[config.mk]
export PLATFORM = sky130hd
export DESIGN_NAME = ple_cell
export DESIGN_NICKNAME = d
export VERILOG_FILES = /design/src/hw/rtl/assert_macros.svh /design/src/hw/rtl/ple_pkg.sv /design/src/hw/rtl/ple_cell.sv
export SDC_FILE = /design/constraint.sdc
export NUM_CORES = 1
export LEC_CHECK = 0
export BUFFER_PORTS_ARGS = -buffer_cell sky130_fd_sc_hd__buf_2
export CORE_ASPECT_RATIO = 0.5
export CORE_MARGIN = 2
export CORE_UTILIZATION = 34
export CTS_CLUSTER_SIZE = 30
export DETAILED_ROUTE_END_ITERATION = 10
export GPL_TIMING_DRIVEN = 0
export PLACE_DENSITY = 0.72
export SLEW_MARGIN = 20
export SYNTH_ARGS = -nofsm -noshare
export SYNTH_HDL_FRONTEND = slang
export SYNTH_SLANG_ARGS = --single-unit
[constraint.sdc]
create_clock -name clk -period 2.15 [get_ports clk]
set_input_delay 0 -clock clk [delete_from_list [all_inputs] [get_ports clk]]
set_output_delay 0 -clock clk [all_outputs]
set_load 0.1 [all_outputs]
[src/hw/rtl/assert_macros.svh]
// Assertion macros used by the list engine controller.
`ifndef ASSERT_MACROS_SVH
`define ASSERT_MACROS_SVH

// Check a property on every clock edge outside reset.
`define PLE_ASSERT(lbl, prop, msg) \
	lbl: assert property (@(posedge clk) disable iff (!arst_n) (prop)) else $error(msg);

// Check that a condition implies another in the same cycle.
`define PLE_ASSERT_IMPLY(lbl, ante, cons, msg) \
	lbl: assert property (@(posedge clk) disable iff (!arst_n) (ante) |-> (cons)) \
		else $error(msg);

// Check that a condition implies another in the next cycle.
`define PLE_ASSERT_NEXT(lbl, ante, cons, msg) \
	lbl: assert property (@(posedge clk) disable iff (!arst_n) (ante) |=> (cons)) \
		else $error(msg);

`endif

[src/hw/rtl/ple_pkg.sv]
// Package with constants, codes and types of the positional list engine.
`default_nettype none
package ple_pkg;
	localparam int CAPACITY   = 64;
	localparam int DATA_WIDTH = 32;
	localparam int IDX_W      = $clog2(CAPACITY);
	localparam int CNT_W      = $clog2(CAPACITY + 1);

	localparam int MODE_W   = 3;
	localparam int POS_W    = 7;
	localparam int VAL_W    = 32;
	localparam int STATUS_W = 2;
	localparam int COUNT_W  = 7;

	// Width wide enough to compare position against count + 1.
	localparam int CMP_W = ((CNT_W > POS_W) ? CNT_W : POS_W) + 1;

	localparam logic [MODE_W-1:0] MODE_INSERT = 3'd0;
	localparam logic [MODE_W-1:0] MODE_REMOVE = 3'd1;
	localparam logic [MODE_W-1:0] MODE_GET    = 3'd2;
	localparam logic [MODE_W-1:0] MODE_SET    = 3'd3;
	localparam logic [MODE_W-1:0] MODE_CLEAR  = 3'd4;

	localparam logic [STATUS_W-1:0] ST_OK     = 2'd0;
	localparam logic [STATUS_W-1:0] ST_BADPOS = 2'd1;
	localparam logic [STATUS_W-1:0] ST_FULL   = 2'd2;

	typedef logic [2:0] ple_op_t;
	localparam ple_op_t CELL_HOLD = 3'd0;
	localparam ple_op_t CELL_INS  = 3'd1;
	localparam ple_op_t CELL_REM  = 3'd2;
	localparam ple_op_t CELL_SET  = 3'd3;
	localparam ple_op_t CELL_GET  = 3'd4;

	// Command broadcast to every cell of the row.
	typedef struct packed {
		ple_op_t               op;
		logic [IDX_W-1:0]      p0;
		logic [DATA_WIDTH-1:0] data;
	} ple_cmd_t;

	// Result fields produced by the controller.
	typedef struct packed {
		logic [STATUS_W-1:0] status;
		logic [CNT_W-1:0]    count;
		logic                empty;
	} ple_info_t;
endpackage
`default_nettype wire

[src/hw/rtl/ple_cell.sv]
// One list cell: holds an entry and shifts with its neighbors.
`default_nettype none
module ple_cell (
	input  wire logic                           clk,
	input  wire logic [ple_pkg::IDX_W-1:0]      idx,
	input  wire ple_pkg::ple_cmd_t              cmd,
	input  wire logic [ple_pkg::DATA_WIDTH-1:0] left_data,
	input  wire logic [ple_pkg::DATA_WIDTH-1:0] right_data,
	output logic      [ple_pkg::DATA_WIDTH-1:0] data,
	output logic      [ple_pkg::DATA_WIDTH-1:0] rd_part
);
	import ple_pkg::*;

	logic [DATA_WIDTH-1:0] data_q;
	logic                  hit;
	logic                  above;

	assign hit   = (idx == cmd.p0);
	assign above = (idx > cmd.p0);

	always_ff @(posedge clk) begin
		case (cmd.op)
			CELL_INS: begin
				if (hit) begin
					data_q <= cmd.data;
				end else if (above) begin
					data_q <= left_data;
				end
			end
			CELL_REM: begin
				// close the gap: take the entry from the right
				if (hit || above) begin
					data_q <= right_data;
				end
			end
			CELL_SET: begin
				if (hit) begin
					data_q <= cmd.data;
				end
			end
			default: begin
			end
		endcase
	end

	assign data    = data_q;
	assign rd_part = ((cmd.op == CELL_GET) && hit) ? data_q : '0;
endmodule
`default_nettype wire

==> metrics.log <==
[metrics] final core utilization: 0.575
[metrics] Inserted Diodes: 0
[metrics] Area growth syn-to-layout: 60.1%
[metrics] Leakage: 0.00151 uW
[metrics] worst-path fanout max: 10
[metrics] share of post-route cells with drive strength above 1: 0.637
[metrics] global routing met1 resource utilization: 0.210
[metrics] vertical die dimension: 58.3 um
[metrics] fraction of synthesized cell area taken by the top area cell type: 0.479
[metrics] boundary pin count: 176
[metrics] Max Buffers Root-to-Sink: 2
[metrics] Pre-antenna DRT Iters: 4
[metrics] Sinks on Clock Net: 32
[metrics] type of origin of the critical path: primary input
[metrics] average via count per standard cell: 4.82
[metrics] final critical-path share of the clock period: 0.928
[metrics] detailed placement HPWL: 5020 um
[metrics] total of endpoints with negative setup slack in the final report: 0
[metrics] number of DRC violations after detailed-routing iteration 0: 81
[metrics] max-capacitance violation count: 0
[metrics] GR peak layer: met2
[metrics] Fin Setup TNS: 0 ns
[metrics] placed cell count: 418
[metrics] status: complete, no violations
[metrics] clock tree from TritonCTS: yes
[metrics] number of flip-flops in the largest register: 32
[metrics] number of global-route vias before repair: 1947
[metrics] total of buffers placed on input and output ports: 175
[metrics] Warnings, synthesis: 0
[metrics] hold crit path type: in -> reg
[metrics] sum of routed wire length over all layers: 6090 um
[metrics] die boundary width: 113 um
[metrics] met2 track demand over resource: 0.322
[metrics] total number of vias: 2053
[metrics] GR Util All Layers: 0.175
[metrics] post-synthesis average cell area: 11.8 um2
[metrics] initial standard-cell utilization of the core: 0.359
[metrics] net count after synthesis: 288
[metrics] largest cells by area after synthesis: sky130_fd_sc_hd__edfxtp_1, sky130_fd_sc_hd__o221a_2, sky130_fd_sc_hd__nand2b_1
[metrics] async set or reset register ratio after synthesis: 0
[metrics] clock root buffer: sky130_fd_sc_hd__clkbuf_16
[metrics] non-filler instance count after layout: 426
[metrics] detailed-route DRC error count: 0
[metrics] commonest cells in the netlist: sky130_fd_sc_hd__nand2b_1, sky130_fd_sc_hd__and2_1, sky130_fd_sc_hd__edfxtp_1, sky130_fd_sc_hd__o221a_2
[metrics] remaining antenna violation count: 0
[metrics] initial antenna violation count: 0
[metrics] routed length per instance: 14.3 um
[metrics] Unique masters post-synth: 23
[metrics] Congestion Overflow GR: 0
[metrics] share of synthesized area occupied by flip-flops and latches: 0.479
[metrics] Post-Place Cell Area: 2980 um2
[metrics] final non-filler cell area: 3210 um2
[metrics] shortest period the worst path allows: 2.00 ns
[metrics] area of the die: 6570 um2
[metrics] tightest slew margin relative to the limit: 0.484
[metrics] Data required, critical path: 2.15 ns
[metrics] Nets: 470
[metrics] CTS Buf Count: 5
[metrics] Syn Inst Count: 170
[metrics] Max Clock Freq: 0.501 GHz
[metrics] number of synthesized register bits: 32
[metrics] Worst Tran Pin Value: 0.775 ns
[metrics] clock transition time at the flip-flop clock pins of the worst setup and hold paths: 0.05 ns
[metrics] Final Max Slew Viols: 0
[metrics] maximum level of the CTS H-tree: 2
[metrics] pre-CTS WS: -0.0476 ns
[metrics] post-synthesis cell area: 2010 um2
[metrics] area of the core region: 5590 um2
[metrics] cell type contributing the most total cell area after synthesis: sky130_fd_sc_hd__edfxtp_1
[metrics] Cell Rows: 19
[metrics] most common cell in the synthesized netlist: sky130_fd_sc_hd__nand2b_1
[metrics] Final Hold Fails: 0
[metrics] pin count of the biggest net entering global routing: 33
[metrics] Data arrival, critical path: 2.00 ns
[metrics] met3 Track Usage GR: 0.0330
[metrics] global-route wire length before repair: 9050 um
[metrics] critical path endpoint category: output pin
[metrics] ys flop type: sky130_fd_sc_hd__edfxtp_1
[metrics] power per unit of standard cell area: 691 nW/um2
[metrics] post-route setup slack: 0.154 ns
[metrics] number of synthesized flops with an enable pin: 32
[metrics] critical path class: in -> out
[metrics] routability congestion estimate: 0.849
[metrics] VDD IR-drop max: 0.387 mV
-- through the flow --
stage,power (uW),hold slack [ns]
finish,2220,0.0700
global route,2310,0.0642
CTS,2240,0.0649
detailed placement,1460,0.348
global placement,1450,0.342
floorplan,1280,0.256
-- cell families (layout without fill, tap and decap cells) --
group	after synthesis	after routing	synth area share
flops	32	32	0.479
fa+ha+maj	6	6	0.0374
buf+inv	18	201	0.0392
compound gates	39	39	0.206
simple gates	75	75	0.239
-- final timing paths --
path,start,to,slack [ns],depth (start not counted)
max,cmd[36],rd_part[28],0.15,9
min,right_data[19],data[19]$_DFFE_PP_,0.07,2
-- layout make-up --
cell class | instances | area [um2]
buffer | 12 | 56.3
clock buffer | 5 | 125
clock inverter | 3 | 37.5
fill | 513 | 2370
inverter | 6 | 22.5
multi-input combinational | 120 | 970
sequential | 32 | 961
tap | 73 | 91.3
timing repair buffer | 175 | 951
-- where the power goes --
part	internal [uW]	switching [uW]	total, uW
sequential	754	21.9	775
combinational	194	474	668
clock	537	240	777
total	1480	736	2220
-- worst max-delay path: stages --
cell and delay (ns):
sky130_fd_sc_hd__buf_2 0.07, sky130_fd_sc_hd__inv_1 0.04, sky130_fd_sc_hd__ha_1 0.29, sky130_fd_sc_hd__nand4_1 0.16, sky130_fd_sc_hd__or2_1 0.33, sky130_fd_sc_hd__nor4b_4 0.34
sky130_fd_sc_hd__clkbuf_2 0.27, sky130_fd_sc_hd__and2_1 0.16, sky130_fd_sc_hd__clkbuf_4 0.33
-- timing repair --
| action | CTS | global route |
|---|---|---|
| gates resized for setup | 0 | 35 |
| endpoints found under the setup margin | 0 | 30 |
| hold buffers | 0 | 0 |
| setup buffers | 0 | 0 |
-- cell usage in the layout (no fill, tap or decap) --
cell type	netlist	routed
sky130_fd_sc_hd__nand3b_1	1	1
sky130_fd_sc_hd__a211oi_1	1	1
sky130_fd_sc_hd__clkbuf_2	3	2
sky130_fd_sc_hd__inv_1	6	6
sky130_fd_sc_hd__clkbuf_4	0	26
sky130_fd_sc_hd__edfxtp_1	32	32
sky130_fd_sc_hd__o221a_2	32	32
sky130_fd_sc_hd__and2_1	32	32
sky130_fd_sc_hd__nor2_1	2	2
sky130_fd_sc_hd__o31a_2	0	1
sky130_fd_sc_hd__bufinv_16	0	1
sky130_fd_sc_hd__nand2_1	1	1
sky130_fd_sc_hd__o21bai_1	1	1
sky130_fd_sc_hd__clkbuf_1	3	3
sky130_fd_sc_hd__nor2b_1	1	1
sky130_fd_sc_hd__o21ai_0	1	1
sky130_fd_sc_hd__nand4_1	1	1
sky130_fd_sc_hd__clkbuf_16	0	5
sky130_fd_sc_hd__clkinv_1	0	2
sky130_fd_sc_hd__ha_1	6	6
sky130_fd_sc_hd__a31oi_1	1	1
sky130_fd_sc_hd__o31ai_2	1	1
sky130_fd_sc_hd__buf_2	6	152
sky130_fd_sc_hd__a21oi_1	1	1
sky130_fd_sc_hd__nand2b_1	35	35
sky130_fd_sc_hd__or2_1	1	1
sky130_fd_sc_hd__nor4b_4	1	1
sky130_fd_sc_hd__buf_4	0	4
-- metal layers --
layer,part of all wire,up-vias
met5,0,-
met4,0.015,0
met3,0.045,10
met2,0.54,62
met1,0.40,973
li1,-,1008
(Power assumes the default switching activity.)
