[src/hw/rtl/assert_macros.svh]
// Assertion macros used by the list engine controller.
`ifndef ASSERT_MACROS_SVH
`define ASSERT_MACROS_SVH

// Check a property on every clock edge outside reset.
`define PLE_ASSERT(lbl, prop, msg) \
	lbl: assert property (@(posedge clk) disable iff (!arst_n) (prop)) else $error(msg);

// Check that a condition implies another in the same cycle.
`define PLE_ASSERT_IMPLY(lbl, ante, cons, msg) \
	lbl: assert property (@(posedge clk) disable iff (!arst_n) (ante) |-> (cons)) \
		else $error(msg);

// Check that a condition implies another in the next cycle.
`define PLE_ASSERT_NEXT(lbl, ante, cons, msg) \
	lbl: assert property (@(posedge clk) disable iff (!arst_n) (ante) |=> (cons)) \
		else $error(msg);

`endif

[src/hw/rtl/ple_pkg.sv]
// Package with constants, codes and types of the positional list engine.
`default_nettype none
package ple_pkg;
	localparam int CAPACITY   = 64;
	localparam int DATA_WIDTH = 32;
	localparam int IDX_W      = $clog2(CAPACITY);
	localparam int CNT_W      = $clog2(CAPACITY + 1);

	localparam int MODE_W   = 3;
	localparam int POS_W    = 7;
	localparam int VAL_W    = 32;
	localparam int STATUS_W = 2;
	localparam int COUNT_W  = 7;

	// Width wide enough to compare position against count + 1.
	localparam int CMP_W = ((CNT_W > POS_W) ? CNT_W : POS_W) + 1;

	localparam logic [MODE_W-1:0] MODE_INSERT = 3'd0;
	localparam logic [MODE_W-1:0] MODE_REMOVE = 3'd1;
	localparam logic [MODE_W-1:0] MODE_GET    = 3'd2;
	localparam logic [MODE_W-1:0] MODE_SET    = 3'd3;
	localparam logic [MODE_W-1:0] MODE_CLEAR  = 3'd4;

	localparam logic [STATUS_W-1:0] ST_OK     = 2'd0;
	localparam logic [STATUS_W-1:0] ST_BADPOS = 2'd1;
	localparam logic [STATUS_W-1:0] ST_FULL   = 2'd2;

	typedef logic [2:0] ple_op_t;
	localparam ple_op_t CELL_HOLD = 3'd0;
	localparam ple_op_t CELL_INS  = 3'd1;
	localparam ple_op_t CELL_REM  = 3'd2;
	localparam ple_op_t CELL_SET  = 3'd3;
	localparam ple_op_t CELL_GET  = 3'd4;

	// Command broadcast to every cell of the row.
	typedef struct packed {
		ple_op_t               op;
		logic [IDX_W-1:0]      p0;
		logic [DATA_WIDTH-1:0] data;
	} ple_cmd_t;

	// Result fields produced by the controller.
	typedef struct packed {
		logic [STATUS_W-1:0] status;
		logic [CNT_W-1:0]    count;
		logic                empty;
	} ple_info_t;
endpackage
`default_nettype wire

[src/hw/rtl/ple_ctrl.sv]
// Controller: checks positions, keeps the entry count, drives the cell row.
`default_nettype none
`include "assert_macros.svh"
module ple_ctrl (
	input  wire logic                         clk,
	input  wire logic                         arst_n,
	input  wire logic                         accept,
	input  wire logic [ple_pkg::MODE_W-1:0]   mode,
	input  wire logic [ple_pkg::POS_W-1:0]    position,
	input  wire logic [ple_pkg::VAL_W-1:0]    value,
	output ple_pkg::ple_cmd_t                 cmd,
	output ple_pkg::ple_info_t                info
);
	import ple_pkg::*;

	logic [CNT_W-1:0] count_q;
	logic [CNT_W-1:0] count_nxt;
	logic [CMP_W-1:0] pos_w;
	logic [CMP_W-1:0] cnt_w;
	logic             in_rng;
	logic             ins_rng;
	logic             full;
	ple_op_t          op;
	logic [STATUS_W-1:0] status;

	assign pos_w   = CMP_W'(position);
	assign cnt_w   = CMP_W'(count_q);
	assign in_rng  = (pos_w != '0) && (pos_w <= cnt_w);
	assign ins_rng = (pos_w != '0) && (pos_w <= cnt_w + CMP_W'(1));
	assign full    = (count_q == CNT_W'(CAPACITY));

	always_comb begin
		op        = CELL_HOLD;
		status    = ST_BADPOS;
		count_nxt = count_q;
		case (mode)
			MODE_INSERT: begin
				if (ins_rng) begin
					if (full) begin
						status = ST_FULL;
					end else begin
						op        = CELL_INS;
						status    = ST_OK;
						count_nxt = count_q + CNT_W'(1);
					end
				end
			end
			MODE_REMOVE: begin
				if (in_rng) begin
					op        = CELL_REM;
					status    = ST_OK;
					count_nxt = count_q - CNT_W'(1);
				end
			end
			MODE_GET: begin
				if (in_rng) begin
					op     = CELL_GET;
					status = ST_OK;
				end
			end
			MODE_SET: begin
				if (in_rng) begin
					op     = CELL_SET;
					status = ST_OK;
				end
			end
			MODE_CLEAR: begin
				status    = ST_OK;
				count_nxt = '0;
			end
			default: begin
			end
		endcase
	end

	assign cmd.op     = accept ? op : CELL_HOLD;
	assign cmd.p0     = IDX_W'(position - POS_W'(1));
	assign cmd.data   = DATA_WIDTH'(value);
	assign info.status = status;
	assign info.count  = count_nxt;
	assign info.empty  = (count_nxt == '0);

	always_ff @(posedge clk or negedge arst_n) begin
		if (!arst_n) begin
			count_q <= '0;
		end else if (accept) begin
			count_q <= count_nxt;
		end
	end

	`PLE_ASSERT(a_count_cap, count_q <= CNT_W'(CAPACITY), "entry count above capacity")
	`PLE_ASSERT_NEXT(a_count_hold, !accept, $stable(count_q), "count moved without a transfer")
	`PLE_ASSERT_NEXT(a_ins_grow, accept && (op == CELL_INS),
		count_q == $past(count_q) + CNT_W'(1), "insert did not grow the count")
	`PLE_ASSERT_IMPLY(a_full_status, status == ST_FULL, full && (mode == MODE_INSERT),
		"full status on a list with room")
endmodule
`default_nettype wire

[config.mk]
export PLATFORM = sky130hd
export DESIGN_NAME = ple_ctrl
export DESIGN_NICKNAME = d
export VERILOG_FILES = /design/src/hw/rtl/ple_pkg.sv /design/src/hw/rtl/ple_ctrl.sv
export VERILOG_INCLUDE_DIRS = /design/src /design/src/hw/rtl
export SDC_FILE = /design/constraint.sdc
export NUM_CORES = 1
export LEC_CHECK = 0
export BUFFER_PORTS_ARGS = -buffer_cell sky130_fd_sc_hd__buf_2
export CAP_MARGIN = 5
export CORE_MARGIN = 1.5
export CORE_UTILIZATION = 45
export DETAILED_ROUTE_END_ITERATION = 6
export PLACE_DENSITY_LB_ADDON = 0.08
export SLEW_MARGIN = 20
export SYNTH_ARGS = -nofsm -noshare
export SYNTH_HDL_FRONTEND = slang
export SYNTH_SLANG_ARGS = --single-unit
[constraint.sdc]
create_clock -name clk -period 3.9 [get_ports clk]
set_input_delay 0.39 -clock clk [delete_from_list [all_inputs] [get_ports clk]]
set_output_delay 0.39 -clock clk [all_outputs]
set_load 0.03 [all_outputs]
==> flow_metrics.py <==
metrics = {
    "detailed_routing": {
        "ant_nets": 0,
        "viasPerCell": 5.89,
        "firstDrtPassIters": 5,
        "wl_per_cell_microns": 16.4,
        "num_vias": 1715,
        "wl_microns": 4780,
        "initialDrtViolationCount": 183,
        "post-route-drc-count": 0,
    },
    "place": {
        "gp_congestion": 0.935,
        "place_hpwl_microns": 3890,
        "portBuffers": 31,
        "place_ws_ns": 0.00706,
        "placed_area_sq_mm": 0.00176,
    },
    "clock_network": {
        "root_buffer": "clkbuf_8",
        "numCtsBuffers": 3,
        "clockBufferDepth": 2,
        "clock_latency_ns": 0.23,
        "cts.sinks": 7,
        "cts_tree": "yes",
        "clkTransAtPathRegs_ns": 0.04,
        "h-tree-depth": 1,
    },
    "critical_path": {
        "critPathLaunchType": "register",
        "reg2reg_depth": 15,
        "cp.arrival_ns": 3.69,
        "crit_type": "reg2out",
        "path_max_fanout": 4,
        "cp-end-kind": "output pin",
        "r2r-start": "count_q[0]",
        "r2r_end": "count_q[3]",
        "r2r_slack_ns": 0.69,
        "cp.required_ns": 3.51,
    },
    "power_and_ir_drop": {
        "ir_worst_vdd_mv": 0.353,
        "pwr_density_cell_mw_per_mm2": 600,
        "p_leak_nw": 0.883,
    },
    "yosys": {
        "synth_edf_count": 0,
        "ys_types": 53,
        "syn_area_sq_mm": 0.00167,
        "syn_inst": 225,
        "synth_top_area_share_pct": 14.8,
        "post-synth-top-area-cell": "buf_4",
        "ys_ff_latch": 7,
        "ys_top_cells_by_area": "buf_4 15%, ha_1 14%, dfrtp_1 10%",
        "syn-num-nets": 289,
        "async_flop_share_pct": 100,
        "yosys_warnings": 0,
        "synth_area_per_cell_sq_um": 7.42,
        "synth.most_common_cell": "buf_4",
        "synth_common_cells": "33 x buf_4, 19 x ha_1, 19 x nor2_1",
        "ys.flop_type": "dfrtp_1",
        "ys_seq_area_share_pct": 10.5,
    },
    "timing": {
        "fin_ws_ns": -0.182,
        "max_freq_ghz": 0.245,
        "slew_violations": 0,
        "period_minus_slack_ns": 4.08,
        "finalCritPeriodShare_pct": 105,
        "setup_violations": 1,
        "hold_viol": 0,
        "skew_ns": 0.00122,
        "rsz0062_at_grt": "yes",
        "whs_ns": 0.528,
        "relSlewSlack_pct": 56.3,
        "tightest_slew_ns": 0.651,
    },
    "final_layout": {
        "largest_reg_flops": 7,
        "antenna_cells": 0,
        "top_regs": "count_q x7",
        "top_register": "count_q",
        "fin_util_pct": 55.4,
        "fin_area_sq_mm": 0.00191,
        "final_nets": 310,
        "drive_above_1_share_pct": 35.1,
        "area_growth_pct": 14.3,
    },
    "floorplan": {
        "die-area_sq_mm": 0.00408,
        "chipWidth_microns": 63.9,
        "core_area_sq_mm": 0.00344,
        "rows": 21,
        "pin_count": 96,
        "die_y_microns": 63.9,
        "initial_core_util_pct": 48.5,
    },
    "job": {
        "cap_viol_max_count": 0,
    },
    "grt": {
        "antenna_found_initial": 0,
        "grt_max_degree": 16,
        "first_global_vias": 1610,
        "grt_pass1_wl_microns": 7830,
        "grtUsageTotal_pct": 24.1,
        "gr-total-overflow": 0,
    },
    "outcome": {
        "violations": "negative setup slack",
        "status": "complete, but fails checks",
    },
    "min_path": {
        "hp-class": "in2async",
    },
}
==> where the power goes <==
| group | internal (W) | switching [W] | leakage (nW) | total, W |
|---|---|---|---|---|
| combinational | 0.000378 | 0.000543 | 0.771 | 0.000921 |
| clock | 0.0000707 | 0.0000310 | 0.0228 | 0.000102 |
| sequential | 0.000102 | 0.0000212 | 0.0898 | 0.000123 |
==> metrics by stage <==
| stage | cells | total power [W] | setup TNS, ns |
|---|---|---|---|
| floorplan | 225 | 0.000764 | -0.0636 |
| global placement | 279 | 0.000965 | 0 |
| detailed placement | 279 | 0.000967 | 0 |
| CTS | 286 | 0.00109 | -0.0937 |
| global route | 291 | 0.00125 | -0.365 |
| finish | 291 | 0.00115 | -0.182 |
==> worst max-delay path, stage by stage, from the launching register on <==
cell and delay (ns):
dfrtp_1 0.37, ha_2 0.20, inv_2 0.06, nor3_4 0.23, nand3_2 0.14, xnor2_2 0.15, ha_1 0.32, and3_4 0.19
o2111ai_2 0.08, o211ai_1 0.18, and2_4 0.23, nor3_2 0.05, o41a_4 0.46, or3b_4 0.41, nor4b_4 0.20, buf_4 0.19
==> what timing repair did <==
action / 4_1_cts / 5_1_grt
pin swaps: 4 / 11
setup buffers: 2 / 5
gates resized for setup: 4 / 6
hold endpoints to repair: 7 / 0
hold buffers: 1 / 0
setup endpoints to repair: 1 / 1
==> layer usage <==
layer  GRT usage [%]  part of all wire (%)  wire length, microns  up-vias
li1                -                     -                     -      816
met1            31.0                    43                  2070      785
met2            39.8                    46                  2210       84
met3            3.52                   7.8                   371       30
met4            10.3                   2.8                   133        0
met5               0                     0                     0        -
==> worst max-delay path by stage <==
| stage | startpoint | end | slack, ns | cells after the start |
|---|---|---|---|---|
| after floorplan | count_q[1] | info[0] | -0.06 | 15 |
| after global placement | count_q[1] | info[0] | 0.11 | 15 |
| after detailed placement | count_q[1] | info[0] | 0.007 | 15 |
| after CTS | count_q[0] | info[0] | -0.09 | 15 |
| after global routing | count_q[0] | info[0] | -0.36 | 15 |
| final | count_q[0] | info[0] | -0.18 | 15 |
==> layout by cell type (no fill, tap or decap), types with 3 or more instances in the layout <==
cell type | synthesis | routed
ha_1 | 19 | 18
nor4_1 | 3 | 3
dfrtp_1 | 7 | 7
buf_2 | 3 | 30
mux2i_1 | 3 | 3
inv_1 | 13 | 12
nand3_2 | 2 | 3
a21oi_1 | 8 | 8
nor2_1 | 19 | 19
nand3_1 | 12 | 11
o211ai_1 | 6 | 6
xnor2_1 | 7 | 6
nor3_1 | 9 | 7
clkbuf_8 | 0 | 3
o21ai_0 | 8 | 8
inv_2 | 2 | 3
buf_4 | 33 | 26
and3_1 | 4 | 3
nand2_1 | 15 | 15
nand4_1 | 5 | 5
==> cell families after synthesis <==
family / after synthesis / share of synthesized area [%]
buffers and inverters: 56 / 20.2
multiplexers: 6 / 3.82
XOR/XNOR: 9 / 4.72
AO/OA/AOI/OAI: 42 / 17.3
AND/OR/NAND/NOR: 86 / 29.2
adder cells (fa/ha/maj): 19 / 14.2
flip-flops: 7 / 10.5
==> final cells by class <==
type                    instances  area (sq um)
fillers                       353          1530
clock buffers                   4          45.0
repair buffers                 57           355
flip-flops and latches          7           175
well taps                      46          57.6
inverters                      15          56.3
multi-input cells             162          1220
Note: power is estimated with default switching activity, not from simulation.
